--- src/rtl/rfp_pkg.sv ---
// shared types, constants and the crc-8 step function of the range frame parser
package rfp_pkg;

  // frame geometry
  localparam int unsigned FRAME_BYTES   = 10;
  localparam int unsigned PAYLOAD_BYTES = 8;
  localparam int unsigned CNT_W         = $clog2(FRAME_BYTES + 1);
  localparam int unsigned IDX_W         = $clog2(PAYLOAD_BYTES);
  localparam logic [CNT_W-1:0] LEN_ONE  = CNT_W'(4);
  localparam logic [CNT_W-1:0] LEN_TWO  = CNT_W'(6);
  localparam logic [CNT_W-1:0] LEN_FULL = CNT_W'(FRAME_BYTES);
  localparam logic [CNT_W-1:0] LAST_PAYLOAD_POS = CNT_W'(PAYLOAD_BYTES);

  // register map (word index taken from paddr[2])
  localparam int unsigned PADDR_W = 3;
  localparam logic REG_CRC_POLY   = 1'b0;
  localparam logic REG_START_BYTE = 1'b1;

  // register reset values
  localparam logic [7:0] CRC_POLY_RST   = 8'h07;
  localparam logic [7:0] START_BYTE_RST = 8'h54;

  // result kinds
  typedef enum logic [1:0] {
    KIND_ONE      = 2'd0,
    KIND_TWO      = 2'd1,
    KIND_FOUR     = 2'd2,
    KIND_CRC_FAIL = 2'd3
  } frame_kind_t;

  // one queued operation from the front to the back
  typedef struct packed {
    logic             store_en;
    logic [IDX_W-1:0] idx;
    logic [7:0]       data;
    logic             emit;
    frame_kind_t      kind;
  } rfp_op_t;

  // crc-8, msb first, one byte folded in
  function automatic logic [7:0] crc8_fold(input logic [7:0] crc, input logic [7:0] b,
                                           input logic [7:0] poly);
    logic [7:0] v;
    v = crc ^ b;
    for (int k = 0; k < 8; k++) begin
      if (v[7]) begin
        v = {v[6:0], 1'b0} ^ poly;
      end else begin
        v = {v[6:0], 1'b0};
      end
    end
    return v;
  endfunction

endpackage

--- src/rtl/rfp_front.sv ---
// front end: start hunt, byte count, running crc and frame classification
module rfp_front (
  input  logic            clk,
  input  logic            rst_n,
  input  logic [7:0]      crc_poly,
  input  logic [7:0]      start_byte,
  input  logic            in_valid,
  output logic            in_ready,
  input  logic [7:0]      in_rx_byte,
  output logic            op_valid,
  input  logic            op_ready,
  output rfp_pkg::rfp_op_t op
);
  import rfp_pkg::*;

  logic [CNT_W-1:0] byte_count_r, byte_count_nxt;
  logic [7:0]       crc_r, crc_nxt;
  logic [CNT_W-1:0] len;
  logic             crc_ok;
  logic             accept;
  logic             want_push;

  assign in_ready = op_ready;
  assign accept   = in_valid && in_ready;
  assign len      = byte_count_r + CNT_W'(1);
  assign crc_ok   = (crc_r == in_rx_byte);

  // classify the byte and build the operation for the back end
  always_comb begin
    byte_count_nxt = byte_count_r;
    crc_nxt        = crc_r;
    want_push      = 1'b0;
    op.store_en    = 1'b0;
    op.idx         = IDX_W'(byte_count_r - CNT_W'(1));
    op.data        = in_rx_byte;
    op.emit        = 1'b0;
    op.kind        = KIND_ONE;
    if (byte_count_r == '0) begin
      // hunting for the start byte
      if (in_rx_byte == start_byte) begin
        crc_nxt        = crc8_fold(8'h00, in_rx_byte, crc_poly);
        byte_count_nxt = CNT_W'(1);
      end
    end else if (byte_count_r >= LEN_FULL) begin
      // resync to hunting
      byte_count_nxt = '0;
      crc_nxt        = '0;
    end else begin
      op.store_en    = (byte_count_r <= LAST_PAYLOAD_POS);
      crc_nxt        = crc8_fold(crc_r, in_rx_byte, crc_poly);
      byte_count_nxt = len;
      if (len == LEN_ONE && crc_ok) begin
        op.emit = 1'b1;
        op.kind = KIND_ONE;
      end else if (len == LEN_TWO && crc_ok) begin
        op.emit = 1'b1;
        op.kind = KIND_TWO;
      end else if (len == LEN_FULL) begin
        op.emit = 1'b1;
        op.kind = crc_ok ? KIND_FOUR : KIND_CRC_FAIL;
      end
      if (op.emit) begin
        byte_count_nxt = '0;
        crc_nxt        = '0;
      end
      want_push = op.store_en || op.emit;
    end
  end

  assign op_valid = in_valid && want_push;

  // frame tracking state
  always_ff @(posedge clk) begin
    if (!rst_n) begin
      byte_count_r <= '0;
      crc_r        <= '0;
    end else if (accept) begin
      byte_count_r <= byte_count_nxt;
      crc_r        <= crc_nxt;
    end
  end

endmodule

--- src/rtl/rfp_queue.sv ---
// two-entry queue of operations between the front and the back end
module rfp_queue (
  input  logic             clk,
  input  logic             rst_n,
  input  logic             push_valid,
  output logic             push_ready,
  input  rfp_pkg::rfp_op_t push_op,
  output logic             pop_valid,
  input  logic             pop_ready,
  output rfp_pkg::rfp_op_t pop_op
);
  import rfp_pkg::*;

  rfp_op_t     entries_r [2];
  logic        wr_ptr_r;
  logic        rd_ptr_r;
  logic [1:0]  count_r;
  logic        do_push;
  logic        do_pop;

  assign push_ready = (count_r != 2'd2);
  assign pop_valid  = (count_r != 2'd0);
  assign pop_op     = entries_r[rd_ptr_r];
  assign do_push    = push_valid && push_ready;
  assign do_pop     = pop_valid && pop_ready;

  // entry storage
  always_ff @(posedge clk) begin
    if (do_push) begin
      entries_r[wr_ptr_r] <= push_op;
    end
  end

  // pointers and fill count
  always_ff @(posedge clk) begin
    if (!rst_n) begin
      wr_ptr_r <= 1'b0;
      rd_ptr_r <= 1'b0;
      count_r  <= 2'd0;
    end else begin
      if (do_push) begin
        wr_ptr_r <= ~wr_ptr_r;
      end
      if (do_pop) begin
        rd_ptr_r <= ~rd_ptr_r;
      end
      case ({do_push, do_pop})
        2'b10:   count_r <= count_r + 2'd1;
        2'b01:   count_r <= count_r - 2'd1;
        default: count_r <= count_r;
      endcase
    end
  end

endmodule

--- src/rtl/rfp_back.sv ---
// back end: payload byte store and registered result beat
module rfp_back (
  input  logic             clk,
  input  logic             rst_n,
  input  logic             op_valid,
  output logic             op_ready,
  input  rfp_pkg::rfp_op_t op,
  output logic             out_valid,
  input  logic             out_ready,
  output logic [1:0]       out_frame_kind,
  output logic [15:0]      out_dist_a,
  output logic [15:0]      out_dist_b,
  output logic [15:0]      out_dist_c,
  output logic [15:0]      out_dist_d
);
  import rfp_pkg::*;

  logic [7:0]  payload_r [PAYLOAD_BYTES];
  logic        out_valid_r;
  logic [1:0]  kind_r;
  logic [15:0] dist_a_r, dist_b_r, dist_c_r, dist_d_r;
  logic        take;

  // an emitting op waits for the output register to free up
  assign op_ready = !op.emit || !out_valid_r || out_ready;
  assign take     = op_valid && op_ready;

  // payload bytes of the current frame
  always_ff @(posedge clk) begin
    if (take && op.store_en) begin
      payload_r[op.idx] <= op.data;
    end
  end

  // result payload
  always_ff @(posedge clk) begin
    if (take && op.emit) begin
      kind_r <= op.kind;
      case (op.kind)
        KIND_ONE: begin
          dist_a_r <= {payload_r[0], payload_r[1]};
          dist_b_r <= '0;
          dist_c_r <= '0;
          dist_d_r <= '0;
        end
        KIND_TWO: begin
          dist_a_r <= {payload_r[0], payload_r[1]};
          dist_b_r <= {payload_r[2], payload_r[3]};
          dist_c_r <= '0;
          dist_d_r <= '0;
        end
        KIND_FOUR: begin
          dist_a_r <= {payload_r[0], payload_r[1]};
          dist_b_r <= {payload_r[2], payload_r[3]};
          dist_c_r <= {payload_r[4], payload_r[5]};
          dist_d_r <= {payload_r[6], payload_r[7]};
        end
        default: begin
          dist_a_r <= '0;
          dist_b_r <= '0;
          dist_c_r <= '0;
          dist_d_r <= '0;
        end
      endcase
    end
  end

  // result beat valid
  always_ff @(posedge clk) begin
    if (!rst_n) begin
      out_valid_r <= 1'b0;
    end else if (take && op.emit) begin
      out_valid_r <= 1'b1;
    end else if (out_ready) begin
      out_valid_r <= 1'b0;
    end
  end

  assign out_valid      = out_valid_r;
  assign out_frame_kind = kind_r;
  assign out_dist_a     = dist_a_r;
  assign out_dist_b     = dist_b_r;
  assign out_dist_c     = dist_c_r;
  assign out_dist_d     = dist_d_r;

endmodule

--- src/rtl/range_frame_parser_crc8_top.sv ---
// top level of the serial range frame parser with crc-8 check
// Takes one received serial byte per beat, one beat every clock cycle. The
// front end hunts for the start byte, counts frame bytes and keeps a running
// crc-8 (msb first, initial value zero, polynomial from the crc_poly register);
// frame bytes and result requests go through a two-entry queue to the back
// end, which keeps frame bytes 1 to 8 and loads the output register. A result
// beat (one, two or four big-endian distances, or a crc failure at full
// length) passes from the queue entry to the output register after the byte
// that completes the frame. Input stalls only when the output register holds
// an untaken result and the queue has filled behind it. Registers: crc_poly at
// byte address 0 (reset 0x07), start_byte at byte address 4 (reset 0x54);
// write them only while the block is idle.
module range_frame_parser_crc8_top (
  input  logic        clk,
  input  logic        rst_n,
  // configuration port
  input  logic        psel,
  input  logic        penable,
  input  logic        pwrite,
  input  logic [2:0]  paddr,
  input  logic [31:0] pwdata,
  output logic [31:0] prdata,
  output logic        pready,
  // byte input
  input  logic        in_valid,
  output logic        in_ready,
  input  logic [7:0]  in_rx_byte,
  // result output
  output logic        out_valid,
  input  logic        out_ready,
  output logic [1:0]  out_frame_kind,
  output logic [15:0] out_dist_a,
  output logic [15:0] out_dist_b,
  output logic [15:0] out_dist_c,
  output logic [15:0] out_dist_d
);
  import rfp_pkg::*;

  logic [7:0] crc_poly_r;
  logic [7:0] start_byte_r;
  logic       cfg_wr;
  rfp_op_t    front_op;
  logic       front_valid;
  logic       front_ready;
  rfp_op_t    back_op;
  logic       back_valid;
  logic       back_ready;

  // configuration registers
  assign pready = 1'b1;
  assign cfg_wr = psel && penable && pwrite;

  always_ff @(posedge clk) begin
    if (!rst_n) begin
      crc_poly_r   <= CRC_POLY_RST;
      start_byte_r <= START_BYTE_RST;
    end else if (cfg_wr) begin
      unique case (paddr[2])
        REG_CRC_POLY:   crc_poly_r   <= pwdata[7:0];
        REG_START_BYTE: start_byte_r <= pwdata[7:0];
        default:        crc_poly_r   <= crc_poly_r;
      endcase
    end
  end

  // register readback
  always_comb begin
    unique case (paddr[2])
      REG_CRC_POLY:   prdata = {24'h0, crc_poly_r};
      REG_START_BYTE: prdata = {24'h0, start_byte_r};
      default:        prdata = '0;
    endcase
  end

  rfp_front u_front (
    .clk        (clk),
    .rst_n      (rst_n),
    .crc_poly   (crc_poly_r),
    .start_byte (start_byte_r),
    .in_valid   (in_valid),
    .in_ready   (in_ready),
    .in_rx_byte (in_rx_byte),
    .op_valid   (front_valid),
    .op_ready   (front_ready),
    .op         (front_op)
  );

  rfp_queue u_queue (
    .clk        (clk),
    .rst_n      (rst_n),
    .push_valid (front_valid),
    .push_ready (front_ready),
    .push_op    (front_op),
    .pop_valid  (back_valid),
    .pop_ready  (back_ready),
    .pop_op     (back_op)
  );

  rfp_back u_back (
    .clk            (clk),
    .rst_n          (rst_n),
    .op_valid       (back_valid),
    .op_ready       (back_ready),
    .op             (back_op),
    .out_valid      (out_valid),
    .out_ready      (out_ready),
    .out_frame_kind (out_frame_kind),
    .out_dist_a     (out_dist_a),
    .out_dist_b     (out_dist_b),
    .out_dist_c     (out_dist_c),
    .out_dist_d     (out_dist_d)
  );

endmodule

--- config.mk ---
export PLATFORM = sky130hd
export DESIGN_NAME = range_frame_parser_crc8_top
export DESIGN_NICKNAME = d
export VERILOG_FILES = /design/src/rtl/rfp_pkg.sv /design/src/rtl/rfp_front.sv /design/src/rtl/rfp_queue.sv /design/src/rtl/rfp_back.sv /design/src/rtl/range_frame_parser_crc8_top.sv
export SDC_FILE = /design/constraint.sdc
export NUM_CORES = 1
export LEC_CHECK = 0
export ABC_AREA = 1
export BUFFER_PORTS_ARGS = -buffer_cell sky130_fd_sc_hd__clkbuf_2
export CELL_PAD_IN_SITES_DETAIL_PLACEMENT = 1
export CELL_PAD_IN_SITES_GLOBAL_PLACEMENT = 2
export CORE_MARGIN = 8
export CORE_UTILIZATION = 31
export DETAILED_ROUTE_END_ITERATION = 16
export GPL_TIMING_DRIVEN = 0
export HOLD_SLACK_MARGIN = 0.03
export PLACE_DENSITY_LB_ADDON = 0.3
export REMOVE_ABC_BUFFERS = 1
export SLEW_MARGIN = 0
export SYNTH_ARGS = -nofsm -noshare
export SYNTH_HDL_FRONTEND = slang
export SYNTH_SLANG_ARGS = --single-unit
--- constraint.sdc ---
create_clock -name clk -period 2.8 [get_ports clk]
set_input_delay 0 -clock clk [delete_from_list [all_inputs] [get_ports clk]]
set_output_delay 0 -clock clk [all_outputs]
set_load 0.02 [all_outputs]
==> summary by stage, run 1 <==
Clock tree
The tree is rooted in a sky130_fd_sc_hd__clkbuf_16. The later pin in the worst-skew pair is clocked with a latency of 0.43 ns. The maximum number of buffers from clock root to sink is 2.

The H-tree depth is 4. The clock transition time at the flip-flop clock pins of the worst setup and hold paths is 0.07 ns. TritonCTS built the clock tree. The clock sink count is 194. The total clock buffers created by CTS is 17.

Synth
The average cell area after synthesis is 8.62 sq um. The count of state elements after synthesis is 194. The yosys synthesis warning count is 0. For this run, the register share of the synthesized area comes to 0.529. The count of mapped cells out of synthesis is 1,202. Summing every instance area after synthesis gives 0.0104 sq mm. Yosys mapped the design onto 35 distinct sky130hd cell types.

Worst setup path
The capturing point of the worst reg2reg path is u_front.crc_r[0]$_SDFFE_PN0P_. For the worst setup path, the data arrival time is 3.34 ns. The launching element type of the critical path is a register. For the worst setup path, the data required time is 3.16 ns. The logic depth of the worst register-to-register path is 27.

The largest stage delay on the critical path is 0.37 ns. The flop-to-flop setup slack is -0.18 ns. The kind of critical path is reg2reg. The reg-to-reg critical path startpoint is u_front.crc_r[7]$_SDFFE_PN0P_. For this design, the slowest cell found on the critical path is sky130_fd_sc_hd__dfxtp_4. By instance count, the cell type seen most on the critical path is sky130_fd_sc_hd__nand2_4. STA classifies the critical path endpoint as a register. The maximum fanout along the worst path is 8.

Drt
Using the TritonRoute via totals, the vias-per-cell ratio works out to 4.49. The routed length per placed instance is 16.2 microns. The number of iterations in the first detailed-routing pass is 5. For this run, design rule violations remaining after detail routing come to 0.

In this run, the number of DRC markers left after iteration 0 of detailed routing was 312. The count of nets left with antenna violations after detail routing is 0. The total via count in the routed design is 8,280.

The final wirelength is 29,800 microns.

Die
The number of top-level pins is 151. The total area inside the core boundary comes to 0.0332 sq mm. The die covers 0.0395 sq mm. From bottom edge to top edge, the die measures 199 microns. The initial core utilization is 0.312. The die extent in x is 199 microns. After floorplanning, the core was divided into 67 placement rows.

Global route
The first global-routing pass estimated 46,700 microns of wire. After global routing the overflow that remains totals 0. For this run, the total global-route usage over all layers was measured as 0.153.

The number of global-route vias before repair is 8,419. The largest net degree at the start of global routing is 48. The initial antenna violation count came to 0.

Status
The final reports fail on setup timing. The run finished, with violations left.

Timing
Counting I/O delays and the setup requirement, the final critical path takes 2.98 ns. The transition time at the pin with the least slew margin is 0.685 ns. On the final layout, the worst clock skew is 0.0110 ns.

Setup violations remaining at the end of the flow were counted as 11. The post-route fraction of the period consumed by the critical path is 1.07. Summed over all failing endpoints, the final setup total negative slack is -1.31 ns. The number of hold violations in the final report is 0. Setup repair after global routing could not meet its margin everywhere. Across all setup checks in the final design, the least slack found is -0.185 ns. Across all hold checks on the routed design, the worst slack comes to 0.128 ns. The count of pins over their slew limit came to 0.

The worst pin sits at a relative slew slack of 0.543. Timing would allow up to 335 MHz.

Flow run
Across the run, the number of max-cap violations was 0.

Final layout
The ratio of cells with drive above 1 in the final layout is 0.284. For this run, the share of the core covered by cells in the final layout is 0.398. The storage element area is 0.00551 sq mm.

The number of diodes added for antenna fixing is 0. The total number of nets in the final design is 1,443. The area taken by multi-input logic gates is 0.00439 sq mm. The layout-stage area growth over the synthesis result is 27.5%. The layout has 3,974 filler cells.

Power
VDD sags by at most 0.618 mV. For this design the static power due to leakage is 5.83 nW. Dividing total power by cell area gives a power density of 652 mW/mm^2.

Hold path
For hold timing, the worst endpoint is start_byte_r[0]$_SDFFE_PN0P_. The worst hold path belongs to the class in2reg. The startpoint of the tightest hold check path is pwrite. The worst hold path cell count is 3.

Place
The routability-driven placement congestion ratio is 0.745. The count of input and output buffers is 99. The HPWL reported at the end of detailed placement is 19,600 microns.
where the power goes:
group          internal [mW]  switching (mW)  leakage, nW  total, mW
Clock                   1.12           0.999        0.238       2.12
Sequential              3.71           0.160         1.73       3.87
Combinational          0.819            1.80         3.87       2.62
cells in the mapped netlist:
library cell / instances / area share
sky130_fd_sc_hd__buf_6: 12 / 0.013
sky130_fd_sc_hd__nor2_4: 2 / 0.0022
sky130_fd_sc_hd__nor2_1: 77 / 0.028
sky130_fd_sc_hd__xor2_1: 22 / 0.019
sky130_fd_sc_hd__conb_1: 2 / 0.00072
sky130_fd_sc_hd__nor3_1: 4 / 0.0019
sky130_fd_sc_hd__ha_1: 8 / 0.0097
sky130_fd_sc_hd__o21ai_1: 2 / 0.00097
sky130_fd_sc_hd__a21oi_1: 31 / 0.015
sky130_fd_sc_hd__o22ai_1: 2 / 0.0012
sky130_fd_sc_hd__nand3_4: 3 / 0.0051
sky130_fd_sc_hd__dfxtp_1: 34 / 0.066
sky130_fd_sc_hd__inv_2: 9 / 0.0033
sky130_fd_sc_hd__clkinv_1: 3 / 0.0011
sky130_fd_sc_hd__inv_4: 1 / 0.00060
sky130_fd_sc_hd__nand3_2: 10 / 0.0097
sky130_fd_sc_hd__a21oi_2: 2 / 0.0017
sky130_fd_sc_hd__o21ai_0: 45 / 0.022
sky130_fd_sc_hd__nor4_1: 3 / 0.0018
sky130_fd_sc_hd__nand2_1: 362 / 0.13
sky130_fd_sc_hd__inv_1: 164 / 0.059
sky130_fd_sc_hd__a31oi_1: 1 / 0.00060
sky130_fd_sc_hd__clkbuf_1: 24 / 0.0087
sky130_fd_sc_hd__nand2_4: 10 / 0.011
sky130_fd_sc_hd__nor3_2: 1 / 0.00097
sky130_fd_sc_hd__xnor2_1: 25 / 0.021
sky130_fd_sc_hd__or2_2: 5 / 0.0030
sky130_fd_sc_hd__buf_2: 5 / 0.0024
sky130_fd_sc_hd__buf_4: 33 / 0.024
sky130_fd_sc_hd__nor2_2: 1 / 0.00060
sky130_fd_sc_hd__buf_1: 1 / 0.00036
sky130_fd_sc_hd__nand4_1: 11 / 0.0066
sky130_fd_sc_hd__nand2_2: 27 / 0.016
sky130_fd_sc_hd__nand3_1: 100 / 0.048
sky130_fd_sc_hd__edfxtp_1: 160 / 0.46
through the flow:
step           power (mW)  setup slack (ns)  instances  area (sq um)
5_1_grt              9.08            -0.408       1845         13200
6_report             8.62            -0.185       1845         13200
2_1_floorplan        5.43             -1.13       1150          9940
3_5_place_dp         6.25             -1.89       1699         11000
4_1_cts              8.70            -0.144       1834         13000
3_3_place_gp         6.03             -2.58       1697         11000
state kept, by name (all words and copies together) (netlist names), 2 cells and up, named ones only:
signal	count
u_back.payload_r	64
u_queue.entries_r	30
u_back.out_dist_a	16
u_back.out_dist_b	16
u_back.out_dist_c	16
u_back.out_dist_d	16
crc_poly_r	8
start_byte_r	8
u_front.crc_r	8
u_front.byte_count_r	4
u_back.out_frame_kind	2
u_queue.count_r	2
per-layer routing:
| layer | wire (microns) | GRT usage | share of wire | vias to the layer above |
|---|---|---|---|---|
| li1 | - | - | - | 4128 |
| met1 | 12600 | 0.181 | 0.42 | 3988 |
| met2 | 15400 | 0.279 | 0.52 | 124 |
| met3 | 1200 | 0.0235 | 0.040 | 40 |
| met4 | 675 | 0.0505 | 0.023 | 0 |
| met5 | 0 | 0 | 0 | - |
critical path: cells and delay by family (launching register included):
family | cells | cell delay, ns
buf+inv | 6 | 0.66
compound gates | 2 | 0.17
flops | 1 | 0.37
simple gates | 19 | 1.68
final cells by class:
class	instances	area share
flip-flops and latches	194	0.417
multi-input cells	782	0.333
repair buffers	213	0.119
inverters	177	0.0507
well taps	448	0.0424
clock buffers	21	0.0333
clock inverters	10	0.00483
kinds of logic after synthesis:
group,Yosys count,share of synthesized area
AND/OR/NAND/NOR,616,0.266
buffers and inverters,252,0.113
XOR/XNOR,47,0.0397
adder cells (fa/ha/maj),8,0.00966
other,2,0.000725
flip-flops,194,0.529
AO/OA/AOI/OAI,83,0.0412
cell usage in the layout, fill, tap and decap left out, types with 4 or more instances in the layout:
master                            n
sky130_fd_sc_hd__buf_6           12
sky130_fd_sc_hd__nand2_4         29
sky130_fd_sc_hd__dfxtp_1         25
sky130_fd_sc_hd__nor2_2           9
sky130_fd_sc_hd__o21ai_0         39
sky130_fd_sc_hd__nand3_2         17
sky130_fd_sc_hd__nand2_8          5
sky130_fd_sc_hd__a21oi_1         24
sky130_fd_sc_hd__buf_8            4
sky130_fd_sc_hd__nand3_1         84
sky130_fd_sc_hd__clkinv_1         5
sky130_fd_sc_hd__inv_2           19
sky130_fd_sc_hd__clkbuf_1         4
sky130_fd_sc_hd__nand2_2         46
sky130_fd_sc_hd__clkbuf_2        99
sky130_fd_sc_hd__clkbuf_16       17
sky130_fd_sc_hd__edfxtp_1       160
sky130_fd_sc_hd__buf_4           70
sky130_fd_sc_hd__xnor2_1         22
sky130_fd_sc_hd__or2_2            5
sky130_fd_sc_hd__buf_12           6
sky130_fd_sc_hd__nor2_1          66
sky130_fd_sc_hd__conb_1          25
sky130_fd_sc_hd__xor2_1          21
sky130_fd_sc_hd__dfxtp_4          7
sky130_fd_sc_hd__a21oi_2          9
sky130_fd_sc_hd__nand4_1         11
sky130_fd_sc_hd__nand2_1        322
sky130_fd_sc_hd__nor2_4           5
sky130_fd_sc_hd__o21ai_1          6
sky130_fd_sc_hd__inv_1          153
sky130_fd_sc_hd__dlygate4sd3_1   20
sky130_fd_sc_hd__ha_1             6
sky130_fd_sc_hd__nand3_4         12
timing repair:
| item | CTS | global route |
|---|---|---|
| resized for setup | 151 | 22 |
| endpoints found under the hold margin | 32 | 0 |
| setup endpoints to repair | 139 | 69 |
| buffers inserted | 81 | 11 |
| cloned | 3 | 0 |
| hold buffers | 20 | 0 |
| pin swaps | 68 | 17 |
worst max path at each step:
stage	start	endpoint	slack (ns)	cells after the start
final	u_front.crc_r[7]$_SDFFE_PN0P_	u_front.crc_r[0]$_SDFFE_PN0P_	-0.18	27
after global routing	u_front.crc_r[7]$_SDFFE_PN0P_	u_front.crc_r[5]$_SDFFE_PN0P_	-0.41	28
after CTS	u_front.crc_r[7]$_SDFFE_PN0P_	u_front.crc_r[0]$_SDFFE_PN0P_	-0.14	28
after detailed placement	crc_poly_r[7]$_SDFFE_PN0P_	u_front.crc_r[5]$_SDFFE_PN0P_	-1.89	24
after global placement	crc_poly_r[7]$_SDFFE_PN0P_	u_front.crc_r[7]$_SDFFE_PN0P_	-2.58	20
after floorplan	crc_poly_r[7]$_SDFFE_PN0P_	u_front.crc_r[5]$_SDFFE_PN0P_	-1.13	22
Power figures use the tool's default switching activity.
==> inputs of run 2 (changes only) <==
- CTS_CLUSTER_DIAMETER: not set -> 50
- REMOVE_ABC_BUFFERS: 1 -> not set
==> summary by stage, run 2 (synthesized netlist as in run 1, its figures left out) <==
Place
The count of input and output buffers is 98 (was 99). The instance count after placement with tap cells included is 1,772 (was 1,699). The routability-driven placement congestion ratio is 0.799 (was 0.745). The HPWL reported at the end of detailed placement is 23,100 microns (was 19,600 microns).

Timing
The top achievable clock speed is 333 MHz (was 335 MHz). The final critical-path required period was 3.00 ns (was 2.98 ns). The count of pins over their slew limit is 0 (unchanged).

The final setup slack of the worst path is -0.201 ns (was -0.185 ns). The worst slew slack as a fraction of its limit came to 0.468 (was 0.543). Unrepaired setup endpoints after global routing: true (unchanged). The worst clock skew on the final layout was 0.00915 ns (was 0.0110 ns).

The transition time at the pin with the least slew margin is 0.795 ns (was 0.685 ns). The total setup violations reported at the end of the flow was 8 (was 11). The number of hold violations in the final report is 0 (unchanged). The post-route fraction of the period consumed by the critical path is 1.07 (about the same).

Worst setup path
The critical path launch point is u_front.crc_r[7]$_SDFFE_PN0P_ (unchanged). The launching element type of the critical path is a register (unchanged). The maximum fanout along the worst path is 8 (unchanged). The required time of the critical path is 3.17 ns (was 3.16 ns). The critical path arrival came to 3.37 ns (was 3.34 ns). The kind of critical path is reg2reg (unchanged). The reg-to-reg critical path startpoint is u_front.crc_r[7]$_SDFFE_PN0P_ (unchanged). The critical path endpoint category is a register (unchanged).

Clock tree
The clock latency reported for the late side of the worst-skew pair came to 0.43 ns (about the same). The clock transition time at the flip-flop clock pins of the worst setup and hold paths is 0.07 ns (about the same). The cell at the root of the clock tree is sky130_fd_sc_hd__clkbuf_16 (unchanged). The H-tree depth is 4 (unchanged). The clock tree from TritonCTS is done (unchanged). The clock sink count is 194 (unchanged). The maximum number of buffers from clock root to sink is 2 (unchanged). The total clock buffers created by CTS was 17 (unchanged).

Drt
The count of routing violations after the opening detailed-route iteration came to 359 (was 312). The DRC violation count after routing was 0 (unchanged). The number of iterations in the first detailed-routing pass is 4 (was 5). The routed length per placed instance is 16.5 microns (was 16.2 microns). The number of vias per cell is 4.43 (was 4.49). The total via count in the routed design is 8,237 (was 8,280). The final wirelength is 30,700 microns (was 29,800 microns). The count of nets left with antenna violations after detail routing is 0 (unchanged).

Final layout
The final design utilization is 0.398 (about the same). The final non-filler cell total came to 1,859 (was 1,845). The largest register by flop count is u_back.payload_r (unchanged). The total number of nets in the final design came to 1,457 (was 1,443).

Biggest regs: u_back.payload_r: 64 flops, u_queue.entries_r: 30 flops (unchanged). The ratio of cells with drive above 1 in the final layout is 0.271 (was 0.284). The number of flip-flops in the largest register is 64 (unchanged). The leading cell type in the layout, fill and taps excluded is sky130_fd_sc_hd__nand2_1 (unchanged). The number of filler instances in the final layout is 3,997 (was 3,974). The layout-stage area growth over the synthesis result is 27.6% (was 27.5%).

Top library cells by usage in the layout, fill and taps aside: sky130_fd_sc_hd__nand2_1 (319), sky130_fd_sc_hd__edfxtp_1 (160), sky130_fd_sc_hd__inv_1 (152) (was sky130_fd_sc_hd__nand2_1 (322), sky130_fd_sc_hd__edfxtp_1 (160), sky130_fd_sc_hd__inv_1 (153)). The storage element area is 0.00551 sq mm (about the same). The area taken by multi-input logic gates is 0.00430 sq mm (was 0.00439 sq mm). The number of diodes added for antenna fixing is 0 (unchanged).

Flow run
The number of max-cap violations is 0 (unchanged).

Global route
The total grt overflow is 0 (unchanged). The wire length of the first global-routing pass is 48,800 microns (was 46,700 microns). The number of global-route vias before repair was 8,640 (was 8,419). The largest net degree at the start of global routing came to 50 (was 48). The initial antenna violation count came to 0 (unchanged).

The total routing resource utilization after global routing is 0.159 (was 0.153).

Power
The highest ir drop seen on vdd is 0.683 mV (was 0.618 mV). The standby leakage power is 5.87 nW (was 5.83 nW). The power consumption is 8.86 mW (was 8.62 mW).

The areal power density over the cells is 671 mW/mm^2 (was 652 mW/mm^2).

Die
The number of top-level pins came to 151 (unchanged). The initial core utilization was 0.312 (unchanged). The area inside the core boundary came to 0.0332 sq mm (unchanged). The site row count is 67 (unchanged). The die extent in x is 199 microns (unchanged). The vertical die dimension is 199 microns (unchanged). The floorplan die area is 0.0395 sq mm (unchanged).

Hold path
The startpoint of the tightest hold check path is pwrite (unchanged). The path type of the worst min-delay path is in2reg (unchanged).

Status
Failing checks: setup timing (unchanged). Run status: finished with violations (unchanged).
==> run 2: cell count changes in the layout (fill, tap and decap cells not counted), sizes merged <==
cell and change:
dlygate4sd3 +2, bufinv +2, nand2 -3, buf -5, clkbuf +18
==> run 2: metal layers <==
metal  GRT usage  vias up  part of all wire
met3      0.0250       24             0.036
met2       0.297      125              0.53
li1            -     4143                 -
met4      0.0401        0             0.013
met1       0.186     3945              0.42
met5           0        -                 0
==> run 2: what timing repair did <==
action                                  4_1_cts  5_1_grt
endpoints found under the hold margin        37        0
hold buffers                                 22        0
resized for setup                            74       85
endpoints found under the setup margin       41        9
gates cloned                                  1        1
pin swaps                                    32       50
setup buffers                                24       13
==> run 2: layout make-up <==
type                       count  area share
buffer                        71      0.0396
clock buffer                  19      0.0327
clock inverter                12     0.00880
inverter                     177      0.0510
multi-input combinational    779       0.325
sequential                   194       0.417
tap                          448      0.0424
timing repair buffer         159      0.0835
==> run 2: worst paths after layout <==
check                                                      to  slack [ns]  cells after the start
worst min register to register  u_queue.rd_ptr_r$_SDFFE_PN0P_        0.45                      1
worst min-delay path               crc_poly_r[2]$_SDFFE_PN1P_        0.06                      4
worst max-delay path            u_front.crc_r[2]$_SDFFE_PN0P_       -0.20                     27
worst max register to register  u_front.crc_r[2]$_SDFFE_PN0P_       -0.20                     27
==> run 2: metrics by stage <==
step	hold WS (ns)	setup TNS, ns	worst slack [ns]	area [sq um]
after global placement	0.251	-64.63	-0.984	11500
after detailed placement	0.253	-37.08	-1.10	11500
after CTS	0.0365	-1.46	-0.202	12800
after floorplan	0.0989	0	0.0571	10400
after global routing	0.133	-3.19	-0.400	13200
final	0.0583	-1.39	-0.201	13200
==> run 2: report_power, final <==
part / switching (mW) / internal [mW] / total, mW
clock: 1.01 / 1.30 / 2.30
combinational: 1.86 / 0.848 / 2.71
sequential: 0.140 / 3.71 / 3.85
total: 3.01 / 5.86 / 8.86
==> run 2: critical path, cell delays in order, from the launching register on <==
cell	delay, ns
sky130_fd_sc_hd__dfxtp_4	0.42
sky130_fd_sc_hd__inv_6	0.06
sky130_fd_sc_hd__nand2_4	0.08
sky130_fd_sc_hd__nand3_1	0.10
sky130_fd_sc_hd__nand2_1	0.10
sky130_fd_sc_hd__nand2_2	0.09
sky130_fd_sc_hd__nand3_1	0.11
sky130_fd_sc_hd__nand2_2	0.09
sky130_fd_sc_hd__buf_6	0.14
sky130_fd_sc_hd__nand3_4	0.07
sky130_fd_sc_hd__nand2_4	0.07
sky130_fd_sc_hd__inv_4	0.05
sky130_fd_sc_hd__nand3_4	0.08
sky130_fd_sc_hd__nand2_4	0.12
sky130_fd_sc_hd__buf_6	0.14
sky130_fd_sc_hd__nand4_1	0.14
sky130_fd_sc_hd__nand2_4	0.13
sky130_fd_sc_hd__inv_2	0.05
sky130_fd_sc_hd__nand2_4	0.08
sky130_fd_sc_hd__nand2_8	0.08
sky130_fd_sc_hd__buf_8	0.13
sky130_fd_sc_hd__nand2_1	0.08
sky130_fd_sc_hd__nand2_1	0.08
sky130_fd_sc_hd__nand2_1	0.06
sky130_fd_sc_hd__nand2_1	0.06
sky130_fd_sc_hd__nand2_1	0.07
sky130_fd_sc_hd__nand3_2	0.08
sky130_fd_sc_hd__a21oi_1	0.15
